--- src/rrss_pkg.sv ---
// rrss_pkg: shared types for the rounded-rectangle strip generator
// holds the sequencer phase enum; no dependencies
`default_nettype none

package rrss_pkg;

  // sequencer phases: setup, first walk region, region change, second walk region, emission
  typedef enum logic [4:0] {
    ST_IDLE,
    ST_NORM,
    ST_SPAN_X,
    ST_SPAN_Y,
    ST_CLAMP_SPAN,
    ST_CLAMP_MAX,
    ST_SQ_W,
    ST_SQ_H,
    ST_ASQ_H,
    ST_INIT_YD,
    ST_INIT_D,
    ST_INIT_B3,
    ST_INIT_P1,
    ST_INIT_P1A,
    ST_INIT_SAB,
    ST_WALK1,
    ST_TR_DIFF,
    ST_TR_MUL3,
    ST_TR_HALF1,
    ST_TR_SUBX,
    ST_TR_SUBY,
    ST_TR_HALF2,
    ST_TR_ADD,
    ST_TR_Q0,
    ST_TR_Q0A,
    ST_TR_Q1,
    ST_TR_Q1A,
    ST_WALK2,
    ST_EMIT_IN,
    ST_EMIT_UP,
    ST_EMIT_LO
  } phase_t;

endpackage

`default_nettype wire

--- src/round_rect_scanline_strips_core.sv ---
// round_rect_scanline_strips_core: strips of a rounded rectangle via a midpoint ellipse walk
// uses rrss_pkg (phase enum) and rrss_ram (edge pair buffer)
// run time grows with the steps of the two walk regions and the buffered row pairs;
// a zero corner skips the walk and gives its single strip, marked last
// throughput: one item at a time, busy stays high until the last strip has been issued
// results are pushed one per cycle with out_strobe and cannot be stalled; reset clears the sequencer
`default_nettype none

module round_rect_scanline_strips_core #(
  parameter int MAX_CORNER_HEIGHT = 60,
  parameter int MAX_CORNER_WIDTH  = 1024,
  parameter int PAIR_DEPTH        = 32,
  parameter int COORD_BITS        = 16
) (
  input  wire                          clk,
  input  wire                          rst_n,
  input  wire                          start,
  output logic                         busy,
  input  wire  signed [COORD_BITS-1:0] in_box_left,
  input  wire  signed [COORD_BITS-1:0] in_box_top,
  input  wire  signed [COORD_BITS-1:0] in_box_right,
  input  wire  signed [COORD_BITS-1:0] in_box_bottom,
  input  wire  signed [COORD_BITS-1:0] in_corner_width,
  input  wire  signed [COORD_BITS-1:0] in_corner_height,
  output logic                         out_strobe,
  output logic signed [COORD_BITS-1:0] out_strip_top,
  output logic signed [COORD_BITS-1:0] out_strip_bottom,
  output logic signed [COORD_BITS-1:0] out_strip_left,
  output logic signed [COORD_BITS-1:0] out_strip_right,
  output logic                         out_last_strip
);

  import rrss_pkg::*;

  localparam int C      = COORD_BITS;
  localparam int CW_W   = $clog2(MAX_CORNER_WIDTH + 1);
  localparam int CH_W   = $clog2(MAX_CORNER_HEIGHT + 1);
  localparam int ASQ_W  = 2 * CW_W - 2;
  localparam int BSQ_W  = 2 * CH_W - 2;
  localparam int MA_W   = (ASQ_W > CH_W) ? ASQ_W : CH_W;
  localparam int MB_W   = (CW_W > CH_W) ? CW_W : CH_W;
  localparam int PR_W   = MA_W + MB_W;
  localparam int ACC_A  = ASQ_W + 2 * CH_W + 4;
  localparam int ACC_W  = (ACC_A > C + 2) ? ACC_A : C + 2;
  localparam int AW     = $clog2(PAIR_DEPTH);
  localparam int NP_W   = $clog2(PAIR_DEPTH + 1);
  localparam int ROW_W  = C + 2;

  phase_t state_r, state_nxt;

  // item registers
  logic signed [C-1:0] l_r, t_r, r_r, b_r;
  logic [C:0]          w_r, h_r;
  logic                zero_r;
  logic [C:0]          span_x_r, span_y_r;
  logic [CW_W-1:0]     cw_r;
  logic [CH_W-1:0]     ch_r;
  logic [PR_W-1:0]     prod_r;
  logic [ASQ_W-1:0]    asq_r;
  logic [BSQ_W-1:0]    bsq_r;

  // walk registers
  logic signed [ACC_W-1:0] d_r, xd_r, yd_r, aux0_r, aux1_r, sab_r, tmp_r;
  logic [C-1:0]            el_r, er_r;
  logic signed [ROW_W-1:0] top_r, bot_r;
  logic [NP_W-1:0]         np_r, k_r;
  logic [C-1:0]            up_row_r, lo_row_r;

  // output registers
  logic         out_strobe_r, out_last_r;
  logic [C-1:0] out_top_r, out_bot_r, out_left_r, out_right_r;

  // shared multiplier
  logic [MA_W-1:0] mul_a;
  logic [MB_W-1:0] mul_b;
  logic [PR_W-1:0] mul_p;

  // shared adder
  logic signed [ACC_W-1:0] alu_a, alu_b, alu_sum, alu_half;
  logic                    alu_sub;

  logic signed [ACC_W-1:0] asq_x, bsq_x, asq2_x, bsq2_x;
  logic                    d_pos, d_neg, walk1_go, walk2_go, pair_room;
  logic [ASQ_W-1:0]        sq_a;
  logic [BSQ_W-1:0]        sq_b;
  logic [NP_W-1:0]         k_inc;

  // emission and buffer control
  logic         emit, e_last;
  logic [C-1:0] e_top, e_bot, e_left, e_right;
  logic         ram_we, ram_re;
  logic [AW-1:0] ram_raddr;
  logic [2*C-1:0] ram_q;

  // edge pair buffer
  rrss_ram #(
    .WIDTH (2 * C),
    .DEPTH (PAIR_DEPTH)
  ) u_pairs (
    .clk   (clk),
    .we    (ram_we),
    .waddr (np_r[AW-1:0]),
    .wdata ({er_r, el_r}),
    .re    (ram_re),
    .raddr (ram_raddr),
    .rdata (ram_q)
  );

  // widened constants and status
  assign asq_x     = ACC_W'(asq_r);
  assign bsq_x     = ACC_W'(bsq_r);
  assign asq2_x    = asq_x <<< 1;
  assign bsq2_x    = bsq_x <<< 1;
  assign d_neg     = d_r[ACC_W-1];
  assign d_pos     = !d_r[ACC_W-1] && (d_r != '0);
  assign walk1_go  = xd_r < yd_r;
  assign walk2_go  = !yd_r[ACC_W-1];
  assign pair_room = np_r < NP_W'(PAIR_DEPTH);
  assign sq_a      = prod_r[ASQ_W+1:2];
  assign sq_b      = prod_r[BSQ_W+1:2];
  assign k_inc     = k_r + NP_W'(1);
  assign busy      = state_r != ST_IDLE;

  // multiplier operand select
  always_comb begin
    unique case (state_r)
      ST_SQ_W: begin
        mul_a = MA_W'(cw_r);
        mul_b = MB_W'(cw_r);
      end
      ST_SQ_H: begin
        mul_a = MA_W'(ch_r);
        mul_b = MB_W'(ch_r);
      end
      default: begin
        mul_a = MA_W'(asq_r);
        mul_b = MB_W'(ch_r);
      end
    endcase
  end

  assign mul_p = PR_W'(mul_a) * PR_W'(mul_b);

  // adder operand select
  always_comb begin
    alu_a   = d_r;
    alu_b   = '0;
    alu_sub = 1'b0;
    unique case (state_r)
      ST_SPAN_X: begin
        alu_a   = ACC_W'(r_r);
        alu_b   = ACC_W'(l_r);
        alu_sub = 1'b1;
      end
      ST_SPAN_Y: begin
        alu_a   = ACC_W'(b_r);
        alu_b   = ACC_W'(t_r);
        alu_sub = 1'b1;
      end
      ST_INIT_YD: begin
        alu_b = bsq_x;
      end
      ST_INIT_D: begin
        alu_b   = yd_r >>> 1;
        alu_sub = 1'b1;
      end
      ST_INIT_B3: begin
        alu_a = bsq2_x;
        alu_b = bsq_x;
      end
      ST_INIT_P1: begin
        alu_a   = aux0_r;
        alu_b   = yd_r;
        alu_sub = 1'b1;
      end
      ST_INIT_P1A: begin
        alu_a = aux1_r;
        alu_b = asq2_x;
      end
      ST_INIT_SAB: begin
        alu_a = asq2_x;
        alu_b = bsq2_x;
      end
      ST_WALK1: begin
        alu_b = d_pos ? aux1_r : aux0_r;
      end
      ST_TR_DIFF: begin
        alu_a   = asq_x;
        alu_b   = bsq_x;
        alu_sub = 1'b1;
      end
      ST_TR_MUL3: begin
        alu_a = tmp_r <<< 1;
        alu_b = tmp_r;
      end
      ST_TR_HALF1, ST_TR_HALF2: begin
        alu_a = tmp_r;
        alu_b = ACC_W'(tmp_r[ACC_W-1]);
      end
      ST_TR_SUBX: begin
        alu_a   = tmp_r;
        alu_b   = xd_r;
        alu_sub = 1'b1;
      end
      ST_TR_SUBY: begin
        alu_a   = tmp_r;
        alu_b   = yd_r;
        alu_sub = 1'b1;
      end
      ST_TR_ADD: begin
        alu_b = tmp_r;
      end
      ST_TR_Q0: begin
        alu_a   = asq2_x;
        alu_b   = yd_r;
        alu_sub = 1'b1;
      end
      ST_TR_Q0A: begin
        alu_a = aux0_r;
        alu_b = asq_x;
      end
      ST_TR_Q1: begin
        alu_a = aux0_r;
        alu_b = xd_r;
      end
      ST_TR_Q1A: begin
        alu_a = aux1_r;
        alu_b = bsq2_x;
      end
      ST_WALK2: begin
        alu_b = d_neg ? aux1_r : aux0_r;
      end
      default: begin
        alu_b = '0;
      end
    endcase
  end

  assign alu_sum  = alu_a + (alu_sub ? ~alu_b : alu_b) + ACC_W'(alu_sub);
  assign alu_half = alu_sum >>> 1;

  // state register
  always_ff @(posedge clk) begin
    if (!rst_n) begin
      state_r <= ST_IDLE;
    end else begin
      state_r <= state_nxt;
    end
  end

  // next state, strip emission and buffer control
  always_comb begin
    state_nxt = state_r;
    emit      = 1'b0;
    e_top     = t_r;
    e_bot     = b_r;
    e_left    = l_r;
    e_right   = r_r;
    e_last    = 1'b0;
    ram_we    = 1'b0;
    ram_re    = 1'b0;
    ram_raddr = k_inc[AW-1:0];
    unique case (state_r)
      ST_IDLE: begin
        if (start) begin
          state_nxt = ST_NORM;
        end
      end
      ST_NORM:       state_nxt = ST_SPAN_X;
      ST_SPAN_X: begin
        if (zero_r) begin
          emit      = 1'b1;
          e_last    = 1'b1;
          state_nxt = ST_IDLE;
        end else begin
          state_nxt = ST_SPAN_Y;
        end
      end
      ST_SPAN_Y:     state_nxt = ST_CLAMP_SPAN;
      ST_CLAMP_SPAN: state_nxt = ST_CLAMP_MAX;
      ST_CLAMP_MAX:  state_nxt = ST_SQ_W;
      ST_SQ_W:       state_nxt = ST_SQ_H;
      ST_SQ_H:       state_nxt = ST_ASQ_H;
      ST_ASQ_H:      state_nxt = ST_INIT_YD;
      ST_INIT_YD:    state_nxt = ST_INIT_D;
      ST_INIT_D:     state_nxt = ST_INIT_B3;
      ST_INIT_B3:    state_nxt = ST_INIT_P1;
      ST_INIT_P1:    state_nxt = ST_INIT_P1A;
      ST_INIT_P1A:   state_nxt = ST_INIT_SAB;
      ST_INIT_SAB:   state_nxt = ST_WALK1;
      ST_WALK1: begin
        if (walk1_go) begin
          ram_we = d_pos && pair_room;
        end else begin
          state_nxt = ST_TR_DIFF;
        end
      end
      ST_TR_DIFF:    state_nxt = ST_TR_MUL3;
      ST_TR_MUL3:    state_nxt = ST_TR_HALF1;
      ST_TR_HALF1:   state_nxt = ST_TR_SUBX;
      ST_TR_SUBX:    state_nxt = ST_TR_SUBY;
      ST_TR_SUBY:    state_nxt = ST_TR_HALF2;
      ST_TR_HALF2:   state_nxt = ST_TR_ADD;
      ST_TR_ADD:     state_nxt = ST_TR_Q0;
      ST_TR_Q0:      state_nxt = ST_TR_Q0A;
      ST_TR_Q0A:     state_nxt = ST_TR_Q1;
      ST_TR_Q1:      state_nxt = ST_TR_Q1A;
      ST_TR_Q1A:     state_nxt = ST_WALK2;
      ST_WALK2: begin
        if (walk2_go) begin
          ram_we = pair_room;
        end else begin
          state_nxt = ST_EMIT_IN;
        end
      end
      ST_EMIT_IN: begin
        // inner strip uses the final edges; prefetch the first pair
        ram_re    = 1'b1;
        ram_raddr = '0;
        emit      = top_r <= bot_r;
        e_top     = top_r[C-1:0];
        e_bot     = bot_r[C-1:0];
        e_left    = el_r;
        e_right   = er_r;
        e_last    = np_r == '0;
        state_nxt = (np_r == '0) ? ST_IDLE : ST_EMIT_UP;
      end
      ST_EMIT_UP: begin
        emit      = 1'b1;
        e_top     = up_row_r;
        e_bot     = up_row_r + C'(1);
        e_left    = ram_q[C-1:0];
        e_right   = ram_q[2*C-1:C];
        state_nxt = ST_EMIT_LO;
      end
      ST_EMIT_LO: begin
        emit    = 1'b1;
        e_top   = lo_row_r;
        e_bot   = lo_row_r + C'(1);
        e_left  = ram_q[C-1:0];
        e_right = ram_q[2*C-1:C];
        e_last  = k_inc == np_r;
        if (k_inc == np_r) begin
          state_nxt = ST_IDLE;
        end else begin
          ram_re    = 1'b1;
          state_nxt = ST_EMIT_UP;
        end
      end
      default: state_nxt = ST_IDLE;
    endcase
  end

  // datapath
  always_ff @(posedge clk) begin
    case (state_r)
      ST_IDLE: begin
        if (start) begin
          l_r <= in_box_left;
          t_r <= in_box_top;
          r_r <= in_box_right;
          b_r <= in_box_bottom;
          w_r <= (C+1)'(in_corner_width);
          h_r <= (C+1)'(in_corner_height);
        end
      end
      ST_NORM: begin
        // normalize the box, take corner magnitudes
        if (l_r > r_r) begin
          l_r <= r_r;
          r_r <= l_r;
        end
        if (t_r > b_r) begin
          t_r <= b_r;
          b_r <= t_r;
        end
        zero_r <= (w_r == '0) || (h_r == '0);
        w_r    <= w_r[C] ? -w_r : w_r;
        h_r    <= h_r[C] ? -h_r : h_r;
      end
      ST_SPAN_X: span_x_r <= alu_sum[C:0];
      ST_SPAN_Y: span_y_r <= alu_sum[C:0];
      ST_CLAMP_SPAN: begin
        if (span_x_r < w_r) begin
          w_r <= span_x_r;
        end
        if (span_y_r < h_r) begin
          h_r <= span_y_r;
        end
      end
      ST_CLAMP_MAX: begin
        cw_r <= (w_r > (C+1)'(MAX_CORNER_WIDTH)) ? CW_W'(MAX_CORNER_WIDTH) : w_r[CW_W-1:0];
        ch_r <= (h_r > (C+1)'(MAX_CORNER_HEIGHT)) ? CH_W'(MAX_CORNER_HEIGHT) : h_r[CH_W-1:0];
      end
      ST_SQ_W: prod_r <= mul_p;
      ST_SQ_H: begin
        asq_r  <= (sq_a == '0) ? ASQ_W'(1) : sq_a;
        prod_r <= mul_p;
      end
      ST_ASQ_H: begin
        bsq_r  <= (sq_b == '0) ? BSQ_W'(1) : sq_b;
        prod_r <= mul_p;
        d_r    <= ACC_W'(asq_r >> 2);
      end
      ST_INIT_YD: begin
        yd_r  <= ACC_W'(prod_r);
        d_r   <= alu_sum;
        xd_r  <= '0;
        el_r  <= l_r + C'(cw_r >> 1);
        er_r  <= r_r - C'(cw_r >> 1);
        top_r <= ROW_W'(t_r);
        bot_r <= ROW_W'(b_r);
        np_r  <= '0;
      end
      ST_INIT_D:   d_r    <= alu_sum;
      ST_INIT_B3:  aux0_r <= alu_sum;
      ST_INIT_P1:  aux1_r <= alu_sum;
      ST_INIT_P1A: aux1_r <= alu_sum;
      ST_INIT_SAB: sab_r  <= alu_sum;
      ST_WALK1: begin
        // region one: one column per step, row pair when the term turns positive
        if (walk1_go) begin
          d_r    <= alu_sum;
          xd_r   <= xd_r + bsq2_x;
          aux0_r <= aux0_r + bsq2_x;
          el_r   <= el_r - C'(1);
          er_r   <= er_r + C'(1);
          if (d_pos) begin
            yd_r   <= yd_r - asq2_x;
            aux1_r <= aux1_r + sab_r;
            top_r  <= top_r + ROW_W'(1);
            bot_r  <= bot_r - ROW_W'(1);
            if (pair_room) begin
              np_r <= np_r + NP_W'(1);
            end
          end else begin
            aux1_r <= aux1_r + bsq2_x;
          end
        end
      end
      ST_TR_DIFF, ST_TR_MUL3, ST_TR_SUBX, ST_TR_SUBY: tmp_r <= alu_sum;
      ST_TR_HALF1, ST_TR_HALF2:                       tmp_r <= alu_half;
      ST_TR_ADD:                                      d_r   <= alu_sum;
      ST_TR_Q0, ST_TR_Q0A:                            aux0_r <= alu_sum;
      ST_TR_Q1, ST_TR_Q1A:                            aux1_r <= alu_sum;
      ST_WALK2: begin
        // region two: one row pair per step, column moves when the term is negative
        if (walk2_go) begin
          d_r    <= alu_sum;
          yd_r   <= yd_r - asq2_x;
          aux0_r <= aux0_r + asq2_x;
          top_r  <= top_r + ROW_W'(1);
          bot_r  <= bot_r - ROW_W'(1);
          if (pair_room) begin
            np_r <= np_r + NP_W'(1);
          end
          if (d_neg) begin
            el_r   <= el_r - C'(1);
            er_r   <= er_r + C'(1);
            aux1_r <= aux1_r + sab_r;
          end else begin
            aux1_r <= aux1_r + asq2_x;
          end
        end
      end
      ST_EMIT_IN: begin
        up_row_r <= t_r;
        lo_row_r <= b_r - C'(1);
        k_r      <= '0;
      end
      ST_EMIT_UP: up_row_r <= up_row_r + C'(1);
      ST_EMIT_LO: begin
        lo_row_r <= lo_row_r - C'(1);
        k_r      <= k_inc;
      end
      default: begin
        d_r <= d_r;
      end
    endcase
  end

  // result strobe
  always_ff @(posedge clk) begin
    if (!rst_n) begin
      out_strobe_r <= 1'b0;
    end else begin
      out_strobe_r <= emit;
    end
  end

  // result payload
  always_ff @(posedge clk) begin
    if (emit) begin
      out_top_r   <= e_top;
      out_bot_r   <= e_bot;
      out_left_r  <= e_left;
      out_right_r <= e_right;
      out_last_r  <= e_last;
    end
  end

  assign out_strobe       = out_strobe_r;
  assign out_strip_top    = out_top_r;
  assign out_strip_bottom = out_bot_r;
  assign out_strip_left   = out_left_r;
  assign out_strip_right  = out_right_r;
  assign out_last_strip   = out_last_r;

endmodule

`default_nettype wire

--- src/rrss_ram.sv ---
// rrss_ram: generic single-write, single-read ram with registered read data
// no dependencies
`default_nettype none

module rrss_ram #(
  parameter int WIDTH = 32,
  parameter int DEPTH = 32,
  localparam int AW = $clog2(DEPTH)
) (
  input  wire              clk,
  input  wire              we,
  input  wire  [AW-1:0]    waddr,
  input  wire  [WIDTH-1:0] wdata,
  input  wire              re,
  input  wire  [AW-1:0]    raddr,
  output logic [WIDTH-1:0] rdata
);

  logic [WIDTH-1:0] mem [DEPTH];

  // write port
  always_ff @(posedge clk) begin
    if (we) begin
      mem[waddr] <= wdata;
    end
  end

  // registered read, held while re is low
  always_ff @(posedge clk) begin
    if (re) begin
      rdata <= mem[raddr];
    end
  end

endmodule

`default_nettype wire

--- config.mk ---
export PLATFORM = sky130hd
export DESIGN_NAME = round_rect_scanline_strips_core
export DESIGN_NICKNAME = d
export VERILOG_FILES = /design/src/rrss_pkg.sv /design/src/round_rect_scanline_strips_core.sv /design/src/rrss_ram.sv
export SDC_FILE = /design/constraint.sdc
export NUM_CORES = 2
export LEC_CHECK = 0
export BUFFER_PORTS_ARGS = -buffer_cell sky130_fd_sc_hd__buf_2
export CORE_MARGIN = 10
export CORE_UTILIZATION = 34
export CTS_CLUSTER_SIZE = 20
export DETAILED_ROUTE_END_ITERATION = 10
export PLACE_DENSITY = 0.58
export REMOVE_ABC_BUFFERS = 1
export SLEW_MARGIN = 25
export SYNTH_ARGS = -nofsm -noshare
export SYNTH_HDL_FRONTEND = slang
export SYNTH_HIERARCHICAL = 1
export SYNTH_SLANG_ARGS = --single-unit
export TNS_END_PERCENT = 100
--- constraint.sdc ---
create_clock -name clk -period 13.1 [get_ports clk]
set_input_delay 0 -clock clk [delete_from_list [all_inputs] [get_ports clk]]
set_output_delay 0 -clock clk [all_outputs]
set_load 0.005 [all_outputs]
* Yosys cells after proc, flatten, opt, wreduce, memory -nomap -nowiden *
Memories as Yosys holds them, arrays and structs flattened. A register that Yosys moved wholly into a read port is not among the register bits.
Cells that the tools add are included.

storage, ports and cells
  input port bits = 99
  memories kept = 1
  memory bits (writable) = 1,024
  word-level logic and storage cells = 263
  flip-flop bits (word level) = 646
  ROM bits = 0
  latch bits = 0
  output and inout port bits = 67

operators by class
  divide/modulo/power cells = 0
  add/sub/neg operators = 23
  equality and inequality tests = 44
  multiply operators = 1
  multiplexer cells = 92
  bitwise gates (word level) = 1
  reductions and logical operators = 53
  shift-type cells = 0
  $lt $le $gt $ge = 9

memories
  name         depth  width  rd ports  clocked after memory_dff  wr ports  RTL line        text
  u_pairs.mem  32     32     1         1                         1         rrss_ram.sv:19  logic [WIDTH-1:0] mem [DEPTH];

operator list
  cell                   count
  $mux 36                15
  $pmux 36 s13           1
  $pmux 36 s3            3
  $pmux 36 s9            1
  $pmux 16 s2            8
  $mux 16                14
  $pmux 16 s3            4
  $pmux 5 s31            1
  $pmux 36 s2            2
  $pmux 36 s4            1
  $add 36x12->36         3
  $mux 18                6
  $pmux 18 s3            2
  $mux 17                6
  $pmux 17 s3            2
  $eq 5x5->1 const B     15
  $add 36x22->36         2
  $add 36x36->36         2
  $add 16x1->16 const B  3
  $eq 5x4->1 const B     8
  $pmux 20 s2            1
  $add 36x1->36          1
  $lt 36x36->1           1
  $not 36->36            1
  50 further kinds       120

* Depth between registers and ports, before layout *
  word-level depth = 10
  gate-level depth with buffers = 33

* Hierarchy *
Netlist, hierarchy kept.

by module, submodules not included
  module                           area an instance (sq um)  instances  cells an instance
  round_rect_scanline_strips_core  52,973.3                  1          5,743
  rrss_ram                         40,810.4                  1          2,260

* Least setup slack after synthesis *
OpenSTA, ideal clock, no wires.

  path type = register to register
  from = register xd_r[5]
  to = register bot_r[0] (enable)
  cell stages (with the launch flop) = 14
  library setup time = 0.623 ns
  required time = 12.477 ns
  arrival time = 8.260 ns
  slack = 4.217 ns
  cell sequence = edfxtp_1 ha_1 a21o_1 a21o_1 a21o_1 a21o_1 a21o_1 a21o_1 a2111oi_0 o31a_1 o21ai_0 a21oi_1 a21oi_1 a211oi_1

on the way
  word-level cells in the longest chain between the ends = 3

ends and longest elaborated chain
  what                               RTL line                                text
  from (decl)                        round_rect_scanline_strips_core.sv:63   logic signed [ACC_W-1:0] d_r, xd_r, yd_r, aux0_r, aux1_r, sab_r, tmp_r;
  from (signal assigned)             round_rect_scanline_strips_core.sv:424  xd_r <= xd_r + bsq2_x;
  $lt 36x36->1                       round_rect_scanline_strips_core.sv:116  assign walk1_go = xd_r < yd_r;
  $ne 2x2->1 (no source line)        -
  $reduce_and 4->1 (no source line)  -
  to (signal assigned)               round_rect_scanline_strips_core.sv:412  bot_r <= ROW_W'(b_r);
  to (signal assigned)               round_rect_scanline_strips_core.sv:432  bot_r <= bot_r - ROW_W'(1);
  to (signal assigned)               round_rect_scanline_strips_core.sv:453  bot_r <= bot_r - ROW_W'(1);
  to (decl)                          round_rect_scanline_strips_core.sv:65   logic signed [ROW_W-1:0] top_r, bot_r;

No other way between the ends.
A chain may end at the register's enable or synchronous reset.

* Final worst setup path *
  from = register state_r[0]
  to = register prod_r[26] (data pin)

on the way
  word-level cells in the longest chain between the ends = 3
  elaborated cells between the ends (all ways) = 5

ends and longest elaborated chain
  what                                           RTL line                                text
  from (decl)                                    round_rect_scanline_strips_core.sv:49   phase_t state_r, state_nxt;
  from (signal assigned)                         round_rect_scanline_strips_core.sv:247  state_r <= state_nxt;
  $eq 5x3->1                                     round_rect_scanline_strips_core.sv:126  unique case (state_r)
  $pmux 20 s2 / $mux 11 (equally long branches)  round_rect_scanline_strips_core.sv:126
  $mul 20x11->31 (*)                             round_rect_scanline_strips_core.sv:142  assign mul_p = PR_W'(mul_a) * PR_W'(mul_b);
  named net mul_p[26]                            round_rect_scanline_strips_core.sv:76   logic [PR_W-1:0] mul_p;
  to (signal assigned)                           round_rect_scanline_strips_core.sv:395  ST_SQ_W: prod_r <= mul_p;
  to (signal assigned)                           round_rect_scanline_strips_core.sv:398  prod_r <= mul_p;
  to (signal assigned)                           round_rect_scanline_strips_core.sv:402  prod_r <= mul_p;
  to (decl)                                      round_rect_scanline_strips_core.sv:58   logic [PR_W-1:0] prod_r;

The timed path passes the listed nets; every way through them passes the cells marked *.

==> metrics <==
most frequent CP cell=fa_1; skew final=around 0.11 ns; Core ar.=between 0.2 and 0.3 mm2; die extent in y=545 um; EDFF count, synth=roughly 1700; Arr. time, crit path=between 9 and 10 ns; via count=between 60000 and 70000; GPL Wtd Cong=roughly 0.92; fraction of layout cells with a size suffix above 1=roughly a tenth; max incr delay on CP=0.69 ns; routed len/inst=roughly 26 um; clock tree buffer depth=4; async set-reset flop share out of synthesis=0%; max_cap viols=0; Initial Util=34.2%; placed cell area=between 0.09 and 0.1 mm2; drt drc=0; internal power=just over 0.01 W; Synth cell types=92; CP max FO=54; fin nets=around 8900; setup_tns=0 ns; M3 GR Usage=slightly below 3%; dpl cells=11653; Clk pwr share=39.7%; die area=0.297 mm2; Synth warnings=6; sequential share of the synthesized area=54.4%; design area=approximately 0.11 mm2; final hold vios=0; initial antenna violation count=14; Period Utilization, post-route=66.9%; status=finished, final reports clean; CP delay by family, top=adder cells; Crit. End Element=flop; port buffer count=roughly 170; area leader, netlist=edfxtp_1; TritonRoute pass-1 iters=9; CTS Hold Buffers Added=about 140; CP required=13.67 ns; predominant post-synthesis flop cell=edfxtp_1; Post-Syn Area=0.0938 mm2; Pwr Density=~130 mW/mm2; clock sink total=around 1700; Final Non-Filler Cells=roughly 12000; Worst-path clk slew=approximately 0.06 ns; DP Worst Slack=about 4.2 ns; Peak VDD IR=0.000108 V; top cell type's share of synthesized area=between 50% and 60%; max frequency=roughly 0.11 GHz; P_leak=~38 nW; Area growth syn-to-layout=14.3%; worst hold path type=in2reg; post-cts resize count=0; Post-CTS Setup Bufs=0; Switching Fraction=a little over a quarter; grt ovf=0; vias per inst=~5.6; slowest stage cell on the critical path=inv_2; Comb pwr share=13.6%; CTS tree=done; Switch Pwr=approximately 0.0037 W; CTS H-tree lvls=4; clock period minus worst slack=8.77 ns; DPL Wire Length=215000 um; Die W=around 550 um; synthesized flop and latch total=1701; first-pass GRT wire length=roughly 460000 um; synth top area cells=edfxtp_1 54%, mux2i_1 5.9%, ha_1 4.9%; Post-Syn Instances=8003; Worst Max-Slew Pin Slew=about 1.1 ns; clk root buf=clkbuf_16; slack of the critical path=4.33 ns; starting DRC count in detailed routing=just over 7000; CP Class=reg2reg; WP buf/inv=6; max-slew headroom at the worst pin=about a quarter; GR Util All Layers=around a fifth; GRT busiest layer=met2; post-synthesis area per instance=~12 um2; GR Util met1=between 20% and 30%; Slew Limit Fails=0; Clock Latency Late Sink=slightly above 0.9 ns; number of global-route vias before repair=about 67000; CP startpoint kind=flop; RSZ-0062 raised after global routing=no; Routed Antenna Nets=0; part of the power in registers=a little under half; met2 GRT Util=around a third; CTS buffer count=190; wirelength, routed=~310000 um; Site Rows=192; Ports=around 170; pin count of the biggest net entering global routing=125; endpoints failing setup=0
[kinds of logic (layout without fill, tap and decap cells)]
family,count (synthesis),after routing,synth area share [%]
other cells,2,55,0.00801
simple gates,2062,2062,10.2
mux,588,588,6.33
fa+ha+maj,539,539,8.55
flops,1701,1701,54.4
compound gates,1800,1800,12.7
xor+xnor,406,406,3.80
buf+inv,905,1297,3.96
[area by class of cell]
class	instances	area, um2
inverters	468	1760
flip-flops and latches	1701	51000
multi-input cells	5440	39800
diodes	10	25.0
well taps	3686	4610
clock inverters	113	1320
repair buffers	494	3750
clock buffers	222	4890
fillers	26071	167000
[path summary, 6_finish.rpt]
kind	start	end	slack, ns	cells past startpoint
max	state_r[0]	prod_r[26]	4.33	27
max reg2reg	state_r[0]	prod_r[26]	4.33	27
min	in_box_right[4]	r_r[4]	0.03	4
min reg2reg	prod_r[12]	asq_r[10]	0.52	0
[worst reg2reg max path, cell delays in order, from the launching register on]
cell,delay [ns]
dfxtp_2,0.50
buf_4,0.42
inv_2,0.71
nand2_1,0.43
nor3_2,0.27
buf_4,0.29
nand2_1,0.33
nand2_1,0.34
nand2_1,0.12
fa_1,0.57
fa_1,0.45
fa_1,0.49
inv_1,0.05
fa_1,0.55
inv_1,0.06
fa_1,0.53
inv_1,0.04
ha_1,0.23
nor4_1,0.27
o21ai_0,0.16
a41oi_1,0.63
o211ai_1,0.24
nand3_1,0.14
and3_1,0.16
nor3_1,0.08
a21o_1,0.20
a21oi_1,0.17
xnor2_1,0.08
[state kept, by name (all words and copies together), names as in the netlist, 20 cells and up]
register	flops
aux1_r	36
tmp_r	36
asq_r	20
yd_r	36
u_pairs/mem	1024
d_r	36
sab_r	36
aux0_r	36
xd_r	35
u_pairs/rdata	32
prod_r	31
[cells in the mapped netlist, types with 38 or more instances]
library cell,number
a21o_1,142
a21oi_1,437
a221oi_1,85
a222oi_1,60
a22o_1,93
a22oi_1,195
a31oi_1,67
and3_1,76
buf_2,38
clkbuf_1,328
edfxtp_1,1695
fa_1,170
ha_1,369
inv_1,465
mux2_2,38
mux2i_1,550
nand2_1,777
nand2b_1,44
nand3_1,275
nand4_1,77
nor2_1,399
nor2b_1,51
nor3_1,137
nor4_1,45
o21ai_0,407
o22ai_1,46
or3_1,56
xnor2_1,283
xor2_1,122
[cell usage in the layout (no fill, tap or decap), types with 166 or more instances in the layout]
master and count:
inv_1 463, mux2i_1 550, ha_1 369, nand2_1 771
buf_2 166, nor2_1 353, buf_4 179, clkbuf_16 190
nand3_1 274, xnor2_1 282, fa_1 170, edfxtp_1 1695
a22oi_1 195, o21ai_0 405, a21oi_1 424
[stage by stage]
step / utilization, % / total power [W] / hold WS (ns)
floorplan: - / 0.00758 / 0.122
global placement: 36.3 / 0.00829 / 0.304
detailed placement: 36.3 / 0.00832 / 0.301
CTS: 39.1 / 0.0138 / 0.000116
global route: 39.1 / 0.0143 / 0.0319
finish: 39.1 / 0.0138 / 0.0342
[power groups by stage]
stage,clock network [W],logic [W],registers (W)
after global routing,0.00577,0.00207,0.00642
after CTS,0.00556,0.00184,0.00641
final,0.00547,0.00187,0.00642
after floorplan,0,0.00120,0.00638
after detailed placement,0,0.00179,0.00652
after global placement,0,0.00176,0.00653
[per-layer routing]
layer,share of wire [%],vias up
li1,-,30505
met1,41,34269
met2,47,2772
met3,7.1,582
met4,4.4,8
met5,0.017,-
Note: power is estimated with default switching activity, not from simulation.
